$ cat src/hdl/ctp_pkg.sv
// ----------------------------------------------------------------------------
// Clock-time parser package
// Shared types, character codes and helper functions for the clock-time
// string parser.
// ----------------------------------------------------------------------------
package ctp_pkg;

  // Parse position within the string.
  typedef enum logic [2:0] {
    PH_LEAD      = 3'd0,
    PH_HOUR      = 3'd1,
    PH_MIN_FIRST = 3'd2,
    PH_MIN       = 3'd3,
    PH_SEC_FIRST = 3'd4,
    PH_SEC       = 3'd5,
    PH_TRAIL     = 3'd6,
    PH_SUFFIX    = 3'd7
  } phase_t;

  // Character codes.
  localparam logic [7:0] CH_END   = 8'h00;
  localparam logic [7:0] CH_COLON = 8'h3A;
  localparam logic [7:0] CH_UP_A  = 8'h41;
  localparam logic [7:0] CH_UP_M  = 8'h4D;
  localparam logic [7:0] CH_UP_P  = 8'h50;

  // Range limits and scale factors.
  localparam logic [4:0]  HOUR_SAT     = 5'd31;
  localparam logic [5:0]  MS_SAT       = 6'd63;
  localparam logic [5:0]  MS_LIMIT     = 6'd59;
  localparam logic [4:0]  HOUR_NOON    = 5'd12;
  localparam logic [4:0]  HOUR_DAY_MAX = 5'd23;
  localparam logic [16:0] SEC_PER_HOUR = 17'd3600;
  localparam logic [16:0] SEC_PER_MIN  = 17'd60;

  // Suffix length codes; SUF_LONG means more than two characters.
  localparam logic [1:0] SUF_NONE = 2'd0;
  localparam logic [1:0] SUF_ONE  = 2'd1;
  localparam logic [1:0] SUF_TWO  = 2'd2;
  localparam logic [1:0] SUF_LONG = 2'd3;

  // Space, tab, LF, VT, FF or CR.
  function automatic logic is_ws(input logic [7:0] c);
    return (c == 8'h20) || ((c >= 8'h09) && (c <= 8'h0D));
  endfunction

  function automatic logic is_digit(input logic [7:0] c);
    return (c >= 8'h30) && (c <= 8'h39);
  endfunction

  // Only a..z are folded to upper case.
  function automatic logic [7:0] to_upper(input logic [7:0] c);
    return ((c >= 8'h61) && (c <= 8'h7A)) ? (c - 8'h20) : c;
  endfunction

  // Append one decimal digit to the hour, saturating at its maximum.
  function automatic logic [4:0] acc_hour(input logic [4:0] acc, input logic [7:0] c);
    logic [8:0] v;
    v = 9'(acc) * 9'd10 + 9'(c[3:0]);
    return (v > 9'(HOUR_SAT)) ? HOUR_SAT : v[4:0];
  endfunction

  // Append one decimal digit to minutes or seconds, saturating at its maximum.
  function automatic logic [5:0] acc_ms(input logic [5:0] acc, input logic [7:0] c);
    logic [9:0] v;
    v = 10'(acc) * 10'd10 + 10'(c[3:0]);
    return (v > 10'(MS_SAT)) ? MS_SAT : v[5:0];
  endfunction

endpackage

$ cat src/hdl/ctp_if.sv
// ----------------------------------------------------------------------------
// Clock-time parser channels
// Valid/ready channel interfaces for the character input and the result.
// ----------------------------------------------------------------------------

// Character input channel.
interface ctp_in_if;
  logic       valid;
  logic       ready;
  logic [7:0] ch;

  modport source (output valid, output ch, input ready);
  modport sink   (input valid, input ch, output ready);
endinterface

// Parse result channel.
interface ctp_out_if;
  logic        valid;
  logic        ready;
  logic        valid_res;
  logic [16:0] day_seconds;

  modport source (output valid, output valid_res, output day_seconds, input ready);
  modport sink   (input valid, input valid_res, input day_seconds, output ready);
endinterface

$ cat src/hdl/clock_time_string_parser.sv
// ----------------------------------------------------------------------------
// Clock-time string parser
// Parses "hh:mm:ss [AM|PM]" strings one character at a time and returns
// seconds since midnight with a valid flag when the terminating zero arrives.
// ----------------------------------------------------------------------------
// The block accepts one character per clock cycle while no zero character
// waits on the result register. Each accepted character is held in an
// input register and folded from there into the parse state; a zero
// character ends the string, loads the result register and returns the
// parse state to its start, so the next string may follow without a gap.
// The result register is the only place where the input can be held up:
// a zero character waits in the input register, and holds up the
// characters behind it, while an earlier result has not been taken;
// other characters never wait.
module clock_time_string_parser
  import ctp_pkg::*;
(
  input  logic              clk,
  input  logic              rst_n,
  ctp_in_if.sink            in_chan,
  ctp_out_if.source         out_chan
);

  // Input register.
  logic       ch_vld_r;
  logic [7:0] ch_r;

  // Parse state.
  phase_t     phase_r, phase_nxt;
  logic [4:0] hour_r, hour_nxt;
  logic [5:0] min_r, min_nxt;
  logic [5:0] sec_r, sec_nxt;
  logic [1:0] suf_len_r, suf_len_nxt;
  logic [7:0] suf_first_r, suf_first_nxt;
  logic [7:0] suf_second_r, suf_second_nxt;
  logic       failed_r, failed_nxt;

  // Result register.
  logic        out_vld_r;
  logic        out_res_r;
  logic [16:0] out_sec_r;

  logic        out_free;
  logic        is_end;
  logic        advance;
  logic        res_ok;
  logic [16:0] res_sec;

  logic [4:0]  hour_adj;
  logic [7:0]  up_ch;

  // Handshake: a zero character needs a free result slot to move on.
  assign out_free      = !out_vld_r || out_chan.ready;
  assign is_end        = (ch_r == CH_END);
  assign advance       = ch_vld_r && (!is_end || out_free);
  assign in_chan.ready = !ch_vld_r || advance;

  assign out_chan.valid       = out_vld_r;
  assign out_chan.valid_res   = out_res_r;
  assign out_chan.day_seconds = out_sec_r;

  assign up_ch = to_upper(ch_r);

  // Input register capture.
  always_ff @(posedge clk) begin
    if (!rst_n) begin
      ch_vld_r <= 1'b0;
    end else if (in_chan.ready) begin
      ch_vld_r <= in_chan.valid;
    end
    if (in_chan.ready && in_chan.valid) begin
      ch_r <= in_chan.ch;
    end
  end

  // Next parse state for the registered character.
  always_comb begin
    phase_nxt      = phase_r;
    hour_nxt       = hour_r;
    min_nxt        = min_r;
    sec_nxt        = sec_r;
    suf_len_nxt    = suf_len_r;
    suf_first_nxt  = suf_first_r;
    suf_second_nxt = suf_second_r;
    failed_nxt     = failed_r;

    if (is_end) begin
      phase_nxt      = PH_LEAD;
      hour_nxt       = '0;
      min_nxt        = '0;
      sec_nxt        = '0;
      suf_len_nxt    = SUF_NONE;
      suf_first_nxt  = '0;
      suf_second_nxt = '0;
      failed_nxt     = 1'b0;
    end else if (!failed_r) begin
      case (phase_r)
        PH_LEAD: begin
          if (is_digit(ch_r)) begin
            hour_nxt  = acc_hour(5'd0, ch_r);
            phase_nxt = PH_HOUR;
          end else if (!is_ws(ch_r)) begin
            failed_nxt = 1'b1;
          end
        end
        PH_HOUR: begin
          if (is_digit(ch_r)) begin
            hour_nxt = acc_hour(hour_r, ch_r);
          end else if (ch_r == CH_COLON) begin
            phase_nxt = PH_MIN_FIRST;
          end else begin
            failed_nxt = 1'b1;
          end
        end
        PH_MIN_FIRST, PH_MIN: begin
          if (is_digit(ch_r)) begin
            min_nxt   = acc_ms(min_r, ch_r);
            phase_nxt = PH_MIN;
          end else if ((phase_r == PH_MIN) && (ch_r == CH_COLON)) begin
            phase_nxt = PH_SEC_FIRST;
          end else begin
            failed_nxt = 1'b1;
          end
        end
        PH_SEC_FIRST: begin
          if (is_digit(ch_r)) begin
            sec_nxt   = acc_ms(6'd0, ch_r);
            phase_nxt = PH_SEC;
          end else begin
            failed_nxt = 1'b1;
          end
        end
        PH_SEC, PH_TRAIL, PH_SUFFIX: begin
          if ((phase_r == PH_SEC) && is_digit(ch_r)) begin
            sec_nxt = acc_ms(sec_r, ch_r);
          end else if ((phase_r != PH_SUFFIX) && is_ws(ch_r)) begin
            phase_nxt = PH_TRAIL;
          end else begin
            // Every remaining character belongs to the suffix.
            phase_nxt = PH_SUFFIX;
            case (suf_len_r)
              SUF_NONE: begin
                suf_first_nxt = up_ch;
                suf_len_nxt   = SUF_ONE;
              end
              SUF_ONE: begin
                suf_second_nxt = up_ch;
                suf_len_nxt    = SUF_TWO;
              end
              default: begin
                suf_len_nxt = SUF_LONG;
              end
            endcase
          end
        end
        default: begin
          failed_nxt = 1'b1;
        end
      endcase
    end
  end

  // Final check and conversion to seconds since midnight.
  always_comb begin
    res_ok   = !failed_r &&
               ((phase_r == PH_SEC) || (phase_r == PH_TRAIL) || (phase_r == PH_SUFFIX)) &&
               (min_r <= MS_LIMIT) && (sec_r <= MS_LIMIT);
    hour_adj = hour_r;
    if (suf_len_r != SUF_NONE) begin
      if (!((suf_len_r == SUF_ONE) ||
            ((suf_len_r == SUF_TWO) && (suf_second_r == CH_UP_M))) ||
          (hour_r < 5'd1) || (hour_r > HOUR_NOON)) begin
        res_ok = 1'b0;
      end
      if (suf_first_r == CH_UP_P) begin
        if (hour_r < HOUR_NOON) begin
          hour_adj = hour_r + HOUR_NOON;
        end
      end else if (suf_first_r == CH_UP_A) begin
        if (hour_r == HOUR_NOON) begin
          hour_adj = 5'd0;
        end
      end else begin
        res_ok = 1'b0;
      end
    end else if (hour_r > HOUR_DAY_MAX) begin
      res_ok = 1'b0;
    end
    res_sec = 17'(hour_adj) * SEC_PER_HOUR + 17'(min_r) * SEC_PER_MIN + 17'(sec_r);
  end

  // Parse state register.
  always_ff @(posedge clk) begin
    if (!rst_n) begin
      phase_r      <= PH_LEAD;
      hour_r       <= '0;
      min_r        <= '0;
      sec_r        <= '0;
      suf_len_r    <= SUF_NONE;
      suf_first_r  <= '0;
      suf_second_r <= '0;
      failed_r     <= 1'b0;
    end else if (advance) begin
      phase_r      <= phase_nxt;
      hour_r       <= hour_nxt;
      min_r        <= min_nxt;
      sec_r        <= sec_nxt;
      suf_len_r    <= suf_len_nxt;
      suf_first_r  <= suf_first_nxt;
      suf_second_r <= suf_second_nxt;
      failed_r     <= failed_nxt;
    end
  end

  // Result register: loaded by the end of a string, cleared when taken.
  always_ff @(posedge clk) begin
    if (!rst_n) begin
      out_vld_r <= 1'b0;
    end else if (advance && is_end) begin
      out_vld_r <= 1'b1;
    end else if (out_chan.ready) begin
      out_vld_r <= 1'b0;
    end
    if (advance && is_end) begin
      out_res_r <= res_ok;
      out_sec_r <= res_ok ? res_sec : 17'd0;
    end
  end

endmodule
$ cat src/flat_wrapper.sv
// flat-port wrapper written by rule: the top's interface ports become plain ports
module clock_time_string_parser_flat import ctp_pkg::*;
  (clk, rst_n, in_chan_valid, in_chan_ch, in_chan_ready, out_chan_valid, out_chan_valid_res, out_chan_day_seconds, out_chan_ready);
  ctp_in_if in_chan_i ();
  ctp_out_if out_chan_i ();
  input  logic clk;
  input  logic rst_n;
  input wire logic [$bits(in_chan_i.valid)-1:0] in_chan_valid;
  input wire logic [$bits(in_chan_i.ch)-1:0] in_chan_ch;
  output wire logic [$bits(in_chan_i.ready)-1:0] in_chan_ready;
  output wire logic [$bits(out_chan_i.valid)-1:0] out_chan_valid;
  output wire logic [$bits(out_chan_i.valid_res)-1:0] out_chan_valid_res;
  output wire logic [$bits(out_chan_i.day_seconds)-1:0] out_chan_day_seconds;
  input wire logic [$bits(out_chan_i.ready)-1:0] out_chan_ready;
  assign in_chan_i.valid = in_chan_valid;
  assign in_chan_i.ch = in_chan_ch;
  assign in_chan_ready = in_chan_i.ready;
  assign out_chan_valid = out_chan_i.valid;
  assign out_chan_valid_res = out_chan_i.valid_res;
  assign out_chan_day_seconds = out_chan_i.day_seconds;
  assign out_chan_i.ready = out_chan_ready;
  clock_time_string_parser u_core (.clk(clk), .rst_n(rst_n), .in_chan(in_chan_i), .out_chan(out_chan_i));
endmodule
$ cat config.mk
export PLATFORM = sky130hd
export DESIGN_NAME = clock_time_string_parser_flat
export DESIGN_NICKNAME = d
export VERILOG_FILES = /design/src/hdl/ctp_pkg.sv /design/src/hdl/ctp_if.sv /design/src/hdl/clock_time_string_parser.sv /design/src/flat_wrapper.sv
export SDC_FILE = /design/constraint.sdc
export NUM_CORES = 1
export LEC_CHECK = 0
export ABC_CLOCK_PERIOD_IN_PS = 8600
export BUFFER_PORTS_ARGS = -buffer_cell sky130_fd_sc_hd__buf_2
export CORE_MARGIN = 5
export CORE_UTILIZATION = 55
export DETAILED_ROUTE_END_ITERATION = 8
export GPL_ROUTABILITY_DRIVEN = 0
export GPL_TIMING_DRIVEN = 0
export PLACE_DENSITY_LB_ADDON = 0.3
export SYNTH_ARGS = -nofsm -noshare
export SYNTH_HDL_FRONTEND = slang
export SYNTH_SLANG_ARGS = --single-unit
export TNS_END_PERCENT = 5
$ cat constraint.sdc
create_clock -name clk -period 8.6 [get_ports clk]
set_input_delay 1.72 -clock clk [delete_from_list [all_inputs] [get_ports clk]]
set_output_delay 1.72 -clock clk [all_outputs]
set_load 0.02 [all_outputs]
---- Word-level counts from Yosys, hierarchy flattened ----
Index checks and enable logic that the tools add are counted.
cells by class
  $mul .................................... 5
  bitwise logic cells ..................... 0
  shift operators ......................... 0
  order comparisons ....................... 17
  mux-type cells .......................... 71
  equality and inequality tests ........... 27
  reduce and logical (&&, ||, !) cells .... 48
  divide/modulo/power cells ............... 0
  add/sub/neg operators ................... 7
operator list
  cell                  number
  $mux 8                13
  $mux 6                11
  $mux 5                11
  $mux 3                9
  $eq 8x7->1 const B    3
  $add 10x4->10         2
  $gt 10x6->1 const B   2
  $mul 6x3->9 const B   2
  $add 17x12->17        1
  $add 17x6->17         1
  $mux 1                17
  $eq 8x6->1 const B    2
  $ne 3x1->1 const B    5
  $pmux 3 s5            1
  $reduce_and 5->1      3
  $reduce_bool 2->1     7
  $logic_and 1x1->1     13
  $mul 5x8->13 const B  1
  $eq 3x3->1 const B    4
  $le 6x6->1 const B    2
  $pmux 6 s2            1
  $reduce_and 6->1      2
  $mul 6x4->10 const B  1
  $mux 2                5
  40 further kinds      56
storage, ports and cells
  output and inout port bits .............. 20
  logic and storage cells ................. 188
  memories kept ........................... 0
  RAM bits ................................ 0
  latch bits .............................. 0
  bits in read-only memories .............. 0
  input bits .............................. 12
  flip-flop bits (word level) ............. 67

---- Longest topological paths before layout ----
Gate-level depths: netlist (run 1).
  depth in word-level cells ............... 10
  gate-level depth with buffers ........... 17
  mapped depth without buffers ............ 17

---- Least setup slack after synthesis (run 1) ----
Ideal clock, no wire load.
  kind .................................... reg-to-reg
  from .................................... reg u_core.suf_first_r[7]
  to ...................................... reg u_core.out_sec_r[16], in the netlist u_core.out_chan.day_seconds[16] (data pin)
  path buffers ............................ 0
  setup time .............................. 260 ps
  slack ................................... 3494 ps
  clock period less this slack ............ 5106 ps
  required time ........................... 8340 ps
  cell stages (with the launch flop) ...... 17
  data arrival time ....................... 4846 ps
  cell sequence ........................... dfxtp_1 -> or4_1 -> or4b_1 -> nor2_1 -> nand2_1 -> or2_2 -> a22oi_1 -> fa_1 -> ha_1 -> ha_1 -> ha_1 -> a21o_1 -> a21oi_1 -> xnor2_1 -> or3b_2 -> nor3_1 -> nor3b_1
between the ends
  longest elaborated chain between the ends .. 7
  elaborated cells on any way between the ends .. 11
  classes of those cells .................. add/sub: 2; mul: 1; eq/ne: 2; mux: 6
ends and longest elaborated chain
  item                    line                             source
  from (decl)             clock_time_string_parser.sv:34   logic [7:0] suf_first_r, suf_first_nxt;
  from (signal assigned)  clock_time_string_parser.sv:209  suf_first_r <= suf_first_nxt;
  $eq 8x7->1              clock_time_string_parser.sv:179  end else if (suf_first_r == CH_UP_A) begin
  $mux 5                  clock_time_string_parser.sv:179
  $mux 5                  clock_time_string_parser.sv:175  if (suf_first_r == CH_UP_P) begin
  $mux 5                  clock_time_string_parser.sv:169  if (suf_len_r != SUF_NONE) begin
  $mul 5x8->13            clock_time_string_parser.sv:189  res_sec = 17'(hour_adj) * SEC_PER_HOUR + 17'(min_r) * SEC_PER_MIN + 17'(sec_r);
  $add 17x12->17          clock_time_string_parser.sv:189
  $add 17x6->17           clock_time_string_parser.sv:189
  to (signal assigned)    clock_time_string_parser.sv:226  out_sec_r <= res_ok ? res_sec : 17'd0;
  to (decl)               clock_time_string_parser.sv:41   logic [16:0] out_sec_r;
Several ways; a longest one is shown, not always the timed one.
A chain may end at the register's enable or synchronous reset.

---- Final worst setup path (run 1) ----
Ends and elaborated chain as after synthesis.

==> qor.csv, run 1 <==
metric,value,unit
VDD IR max,0.0715,mV
clock skew,14.7,ps
H-tree depth,3,
CTS Buf Count,9,
DRT iter0 DRCs,416,
period utilization,64.5,%
fraction of layout cells with a size suffix above 1,11.5,%
# rows,37,
hold buffer count at CTS,0,
largest net degree at the start of global routing,23,
Initial Utilization,56.3,%
placed cells,788,
Mapped Avg Cell Area,9.35,um^2
Async SR Flop Fraction,0,%
number of synthesized flops with an enable pin,26,
Worst-Margin Slew,873,ps
status,"complete, no violations",
Post-DP HPWL,9970,um
vias in the first global route,4769,
antenna violations before repair,0,
most frequent cells in the layout,"ha_1 (89), nand2_1 (53), nor2_1 (44)",
clk root buf,clkbuf_8,
CP required,8780,ps
Final Net Count,785,
Fillers,901,
Synth Instances,621,
Final TNS setup,0,ps
"most common cell after layout, fill and taps aside",ha_1,
Yosys warnings,0,
CP max FO,6,
n_diodes,0,
final antenna-violating net count,0,
mean routed wirelength per cell,15.8,um
Core Region,10300,um^2
Sink Count,67,
# setup viols final,0,
Setup Crit Path Kind,flop to flop,
Placement Setup Slack,3110,ps
area delta synth->final,8.53,%
critical path endpoint category,flop,
"CTS clk-pin slew, worst paths",70,ps
I/O pin cnt,32,
minimum clock period,5550,ps
RSZ-0062 raised after global routing,false,
Non-Filler Instances,804,
Final Hold Vio Count,0,
post-cts resize count,0,
Post-CTS Setup Bufs,0,
Die X,113,um
drt pass-1 iters,5,
Worst Slack Setup Final,3050,ps
WP data arrival,5730,ps
fmax,180,MHz
CTS tree,built,
grt total ovfl,0,
Buffers on Ports,31,
Pwr Density,100,nW/um^2
Slew Limit Fails,0,
Max Buffers Root-to-Sink,2,
Max transition margin,41.3,%
Die Y,113,um
Seq cells post-synth,67,
Syn Std Cell Area,5810,um^2
Leak,0.00289,uW
Worst setup SP type,flop,
DRC viols,0,
Clock Latency Late Sink,350,ps
DRT Wirelength,12700,um
Syn Nets,743,
first-pass GRT wire length,21500,um
Die Footprint,12700,um^2
Hold Crit Class,flop to flop,
vias per inst,5.97,
post-synthesis sequential area ratio,27.6,%
Yosys cell types,74,
overall routing resource usage,20.3,%
Vias,4802,
"Primary FF master, synth",dfxtp_1,
Max-cap violations,0,
## area by class of cell
class | instances | area [um^2] | area share [%]
multi-input cells | 501 | 3950 | 62.6
plain buffers | 24 | 154 | 2.44
repair buffers | 31 | 155 | 2.46
clock inverters | 6 | 42.5 | 0.675
well taps | 136 | 170 | 2.70
clock buffers | 10 | 128 | 2.02
inverters | 29 | 109 | 1.73
flip-flops and latches | 67 | 1600 | 25.4
## registers in the layout, summed over array words and instances (netlist names)
register                     cells
u_core.out_chan.day_seconds     17
u_core.ch_r                      8
u_core.suf_first_r               8
u_core.suf_second_r              8
u_core.min_r                     6
u_core.sec_r                     6
u_core.hour_r                    5
u_core.phase_r                   3
u_core.suf_len_r                 2
u_core.ch_vld_r                  1
u_core.failed_r                  1
u_core.out_chan.valid            1
u_core.out_chan.valid_res        1
## report_power, final
group	switching [uW]	leakage [uW]	internal, uW
registers	8.49	0.000608	333
clock network	127	0.0000822	104
logic	36.4	0.00220	23.0
## Yosys cell counts (7+ instances only)
master / n / area, um^2
a211oi_1: 7 / 52.6
nor3_1: 15 / 75.1
inv_1: 29 / 109
dfxtp_1: 41 / 821
nor2b_1: 9 / 56.3
xnor2_1: 21 / 184
o22ai_1: 9 / 56.3
xor2_1: 8 / 70.1
nand2_1: 53 / 199
and3_1: 7 / 43.8
clkbuf_1: 13 / 48.8
a21o_1: 12 / 90.1
a21oi_1: 27 / 135
o21ai_0: 36 / 180
fa_1: 21 / 420
nor2_1: 44 / 165
nand3_1: 24 / 120
edfxtp_1: 26 / 781
o311a_1: 7 / 70.1
ha_1: 89 / 1110
## kinds of logic (layout without fill, tap and decap cells)
family | count (synthesis) | count (layout) | share of synthesized area [%]
XOR/XNOR | 29 | 29 | 4.37
AND/OR/NAND/NOR | 211 | 211 | 19.3
adder cells (fa/ha/maj) | 110 | 110 | 26.4
multiplexers | 3 | 3 | 0.603
flip-flops | 67 | 67 | 27.6
AO/OA/AOI/OAI | 148 | 148 | 17.2
buffers and inverters | 53 | 100 | 4.52
## per-stage QoR
stage          hold WS (ps)  cell area (um^2)  power (uW)  util (%)
6_report                453              6300         633      61.1
5_1_grt                 483              6300         661      61.1
4_1_cts                 458              6300         636      61.1
3_5_place_dp            447              6130         406      59.4
3_3_place_gp            444              6130         404      59.4
2_1_floorplan           430              5810         389         -
## critical path, stage by stage, from the launching register on
cell	delay, ps
dfxtp_1	310
or4_1	540
or4b_1	590
nor2_1	150
nand2_1	100
or2_2	290
a22oi_1	550
fa_1	540
ha_1	310
ha_1	300
ha_1	350
a21o_1	200
a21oi_1	160
xnor2_1	180
or3b_2	480
o21ai_0	130
nor3b_1	200
## final timing paths
| check | slack (ps) | from | cells after the start | endpoint |
|---|---|---|---|---|
| worst max-delay path | 3050 | u_core.suf_first_r[7] | 16 | u_core.out_chan.day_seconds[16] |
| worst min-delay path | 450 | u_core.suf_first_r[2] | 2 | u_core.suf_first_r[2] |
| worst max register to register | 3050 | u_core.suf_first_r[7] | 16 | u_core.out_chan.day_seconds[16] |
| worst min register to register | 450 | u_core.suf_first_r[2] | 2 | u_core.suf_first_r[2] |
## routing by layer
metal / GRT usage, % / up-vias / part of all wire (%)
li1: - / 2376 / -
met1: 25.3 / 2252 / 44
met2: 35.7 / 149 / 49
met3: 3.64 / 25 / 5.2
met4: 6.33 / 0 / 1.7
met5: 0 / - / 0
No activity file was read; power rests on OpenSTA's default activity.
==> run 2, diff against run 1 <==
Settings changed: ABC_CLOCK_PERIOD_IN_PS 8600 to 4650.
Clock period 8.6 ns to 4.65 ns, I/O delays scaled along.
==> qor.csv, run 2 (synthesized netlist as in run 1, its figures left out) <==
metric,value,unit,change
status,finished with violations,,
violated checks,setup timing,,
Post-DP HPWL,10000,um,+0.72%
DRC viols,0,,unchanged
Worst setup SP type,flop,,
Pwr Density,184,nW/um^2,+83%
area delta synth->final,17.4,%,
first-pass GRT wire length,23000,um,+7.2%
net load switching power,324,uW,+88%
Fillers,794,,-12%
Buffers on Ports,31,,unchanged
fraction of layout cells with a size suffix above 1,20.4,%,+8.9 points
# setup viols final,2,,+2
largest net degree at the start of global routing,23,,unchanged
internal power,930,uW,+100%
vias in the first global route,4968,,+4.2%
critical path endpoint category,flop,,
period utilization,101,%,+37 points
Core Region,10300,um^2,unchanged
Worst Slack Setup Final,-68.7,ps,-3120 ps
Vias,5013,,+4.4%
Max-cap violations,0,,unchanged
"most common cell after layout, fill and taps aside",ha_1,,
overall routing resource usage,22.0,%,+1.7 points
CP required,4860,ps,-3920 ps
I/O pin cnt,32,,unchanged
CTS Buf Count,9,,unchanged
clk root buf,clkbuf_8,,
minimum clock period,4720,ps,-827 ps
Max Buffers Root-to-Sink,2,,unchanged
Setup Crit Path Kind,flop to flop,,
hold-critical path depth,2,,unchanged
Clock Latency Late Sink,360,ps,about the same
Switching Share,25.8,%,-1.4 points
VDD IR max,0.141,mV,+97%
Worst path slowest cell,or4_4,,
H-tree depth,3,,unchanged
n_diodes,0,,unchanged
met2 usage in global routing,39.0,%,+3.3 points
Final TNS setup,-78.4,ps,-78.4 ps
Largest register FFs,17,,unchanged
met1 Usage GRT,26.9,%,+1.7 points
"CTS clk-pin slew, worst paths",70,ps,about the same
Total Power,1250,uW,+98%
Sink Count,67,,unchanged
antenna violations before repair,1,,+1
final antenna-violating net count,0,,unchanged
Die X,113,um,unchanged
worst-path cell chain,or4_4 > or4b_4 > buf_6 > nor4_4 > buf_4 > a22oi_2 > ha_1 > ha_4 > ha_4 > fa_2 > a21o_1 > a21oi_2 > xnor2_2 > or3b_4 > o21ai_2 > nor3b_2,,
Worst-Margin Slew,932,ps,+59.4 ps
Final Net Count,799,,+1.8%
drt pass-1 iters,5,,unchanged
Final Hold Vio Count,0,,unchanged
mean routed wirelength per cell,17.3,um,+9.6%
RSZ-0062 raised after global routing,true,,
vias per inst,6.13,,+2.6%
crit-path max cell delay,530,ps,-60 ps
hold buffer count at CTS,0,,unchanged
# rows,37,,unchanged
"most used cell, CP",ha_4,,
Max transition margin,37.6,%,-3.8 points
grt total ovfl,0,,unchanged
DRT Wirelength,14100,um,+12%
fmax,212,MHz,+18%
Placement Setup Slack,-480,ps,-3590 ps
Clk pwr share,40.5,%,+3.9 points
Reg area,1610,um^2,+0.70%
Hold Crit Class,flop to flop,,
Slew Limit Fails,0,,unchanged
combinational power share,9.4,%,about the same
Leak,0.00303,uW,+4.8%
worst r2r path cells,16,,unchanged
CTS tree,built,,
Die Footprint,12700,um^2,unchanged
most frequent cells in the layout,"ha_1 (79), nand2_1 (51), nor2_1 (42)",,
clock skew,11.9,ps,-2.78 ps
WP data arrival,4930,ps,-800 ps
Sequential Power Share,50.1,%,-3.9 points
CP max FO,4,,-2
Initial Utilization,56.3,%,unchanged
Die Y,113,um,unchanged
multi-input logic area,4290,um^2,+8.7%
DRT iter0 DRCs,307,,-26%
global routing's busiest layer,met2,,
GR Layer Usage met3,3.74,%,+0.11 points
[run 2: cell types whose count changed in the layout (fill, tap and decap cells not counted), sizes merged]
cell      delta
buf         +14
clkbuf       +3
clkinv       -2
clkinvlp     -1
[run 2: layout make-up]
class,count,share of cell area (%)
Timing Repair Buffer,45,4.06
Sequential cell,67,23.7
Multi-Input combinational cell,501,62.9
Buffer,24,2.26
Inverter,29,1.60
Clock inverter,3,0.257
Clock buffer,13,2.79
Tap cell,136,2.50
[run 2: power groups by stage]
stage	clock network, uW	logic [uW]	registers [uW]
2_1_floorplan	0	81.8	638
3_3_place_gp	0	106	642
3_5_place_dp	0	108	643
4_1_cts	509	113	629
5_1_grt	538	130	630
6_report	508	118	629
[run 2: critical path: cells and delay by family, from the launching register on]
| family | cells | cell delay (ps) |
|---|---|---|
| AOI/OAI and AO/OA | 4 | 620 |
| xor gates and xnor gates | 1 | 150 |
| adders and majority gates | 4 | 1280 |
| buffers and inverters | 2 | 310 |
| DFF | 1 | 320 |
| and+or+nand+nor | 5 | 1890 |
[run 2: final timing paths]
kind	from	end	slack [ps]
worst max-delay path	u_core.suf_first_r[7]	u_core.out_chan.day_seconds[16]	-70
worst min-delay path	u_core.suf_second_r[5]	u_core.suf_second_r[5]	460
worst max register to register	u_core.suf_first_r[7]	u_core.out_chan.day_seconds[16]	-70
worst min register to register	u_core.suf_second_r[5]	u_core.suf_second_r[5]	460
[run 2: what timing repair did]
item | in CTS | in global routing
setup buffers | 9 | 5
endpoints found under the hold margin | 0 | 0
setup endpoints to repair | 5 | 5
resized for setup | 33 | 21
pin swaps | 16 | 20
[run 2: stage by stage]
step	area (um^2)	instances	util [%]	hold WS [ps]
2_1_floorplan	5890	621	-	430
3_3_place_gp	6220	788	60.2	446
3_5_place_dp	6220	788	60.2	449
4_1_cts	6660	813	64.5	463
5_1_grt	6820	818	66.0	492
6_report	6820	818	66.0	459
[run 2: metal layers]
layer / share of wire (%) / up-vias / wire length (um)
li1: - / 2401 / -
met2: 51 / 164 / 7150
met5: 0.092 / - / 13
met3: 5.5 / 34 / 778
met4: 2.1 / 2 / 299
met1: 42 / 2412 / 5890
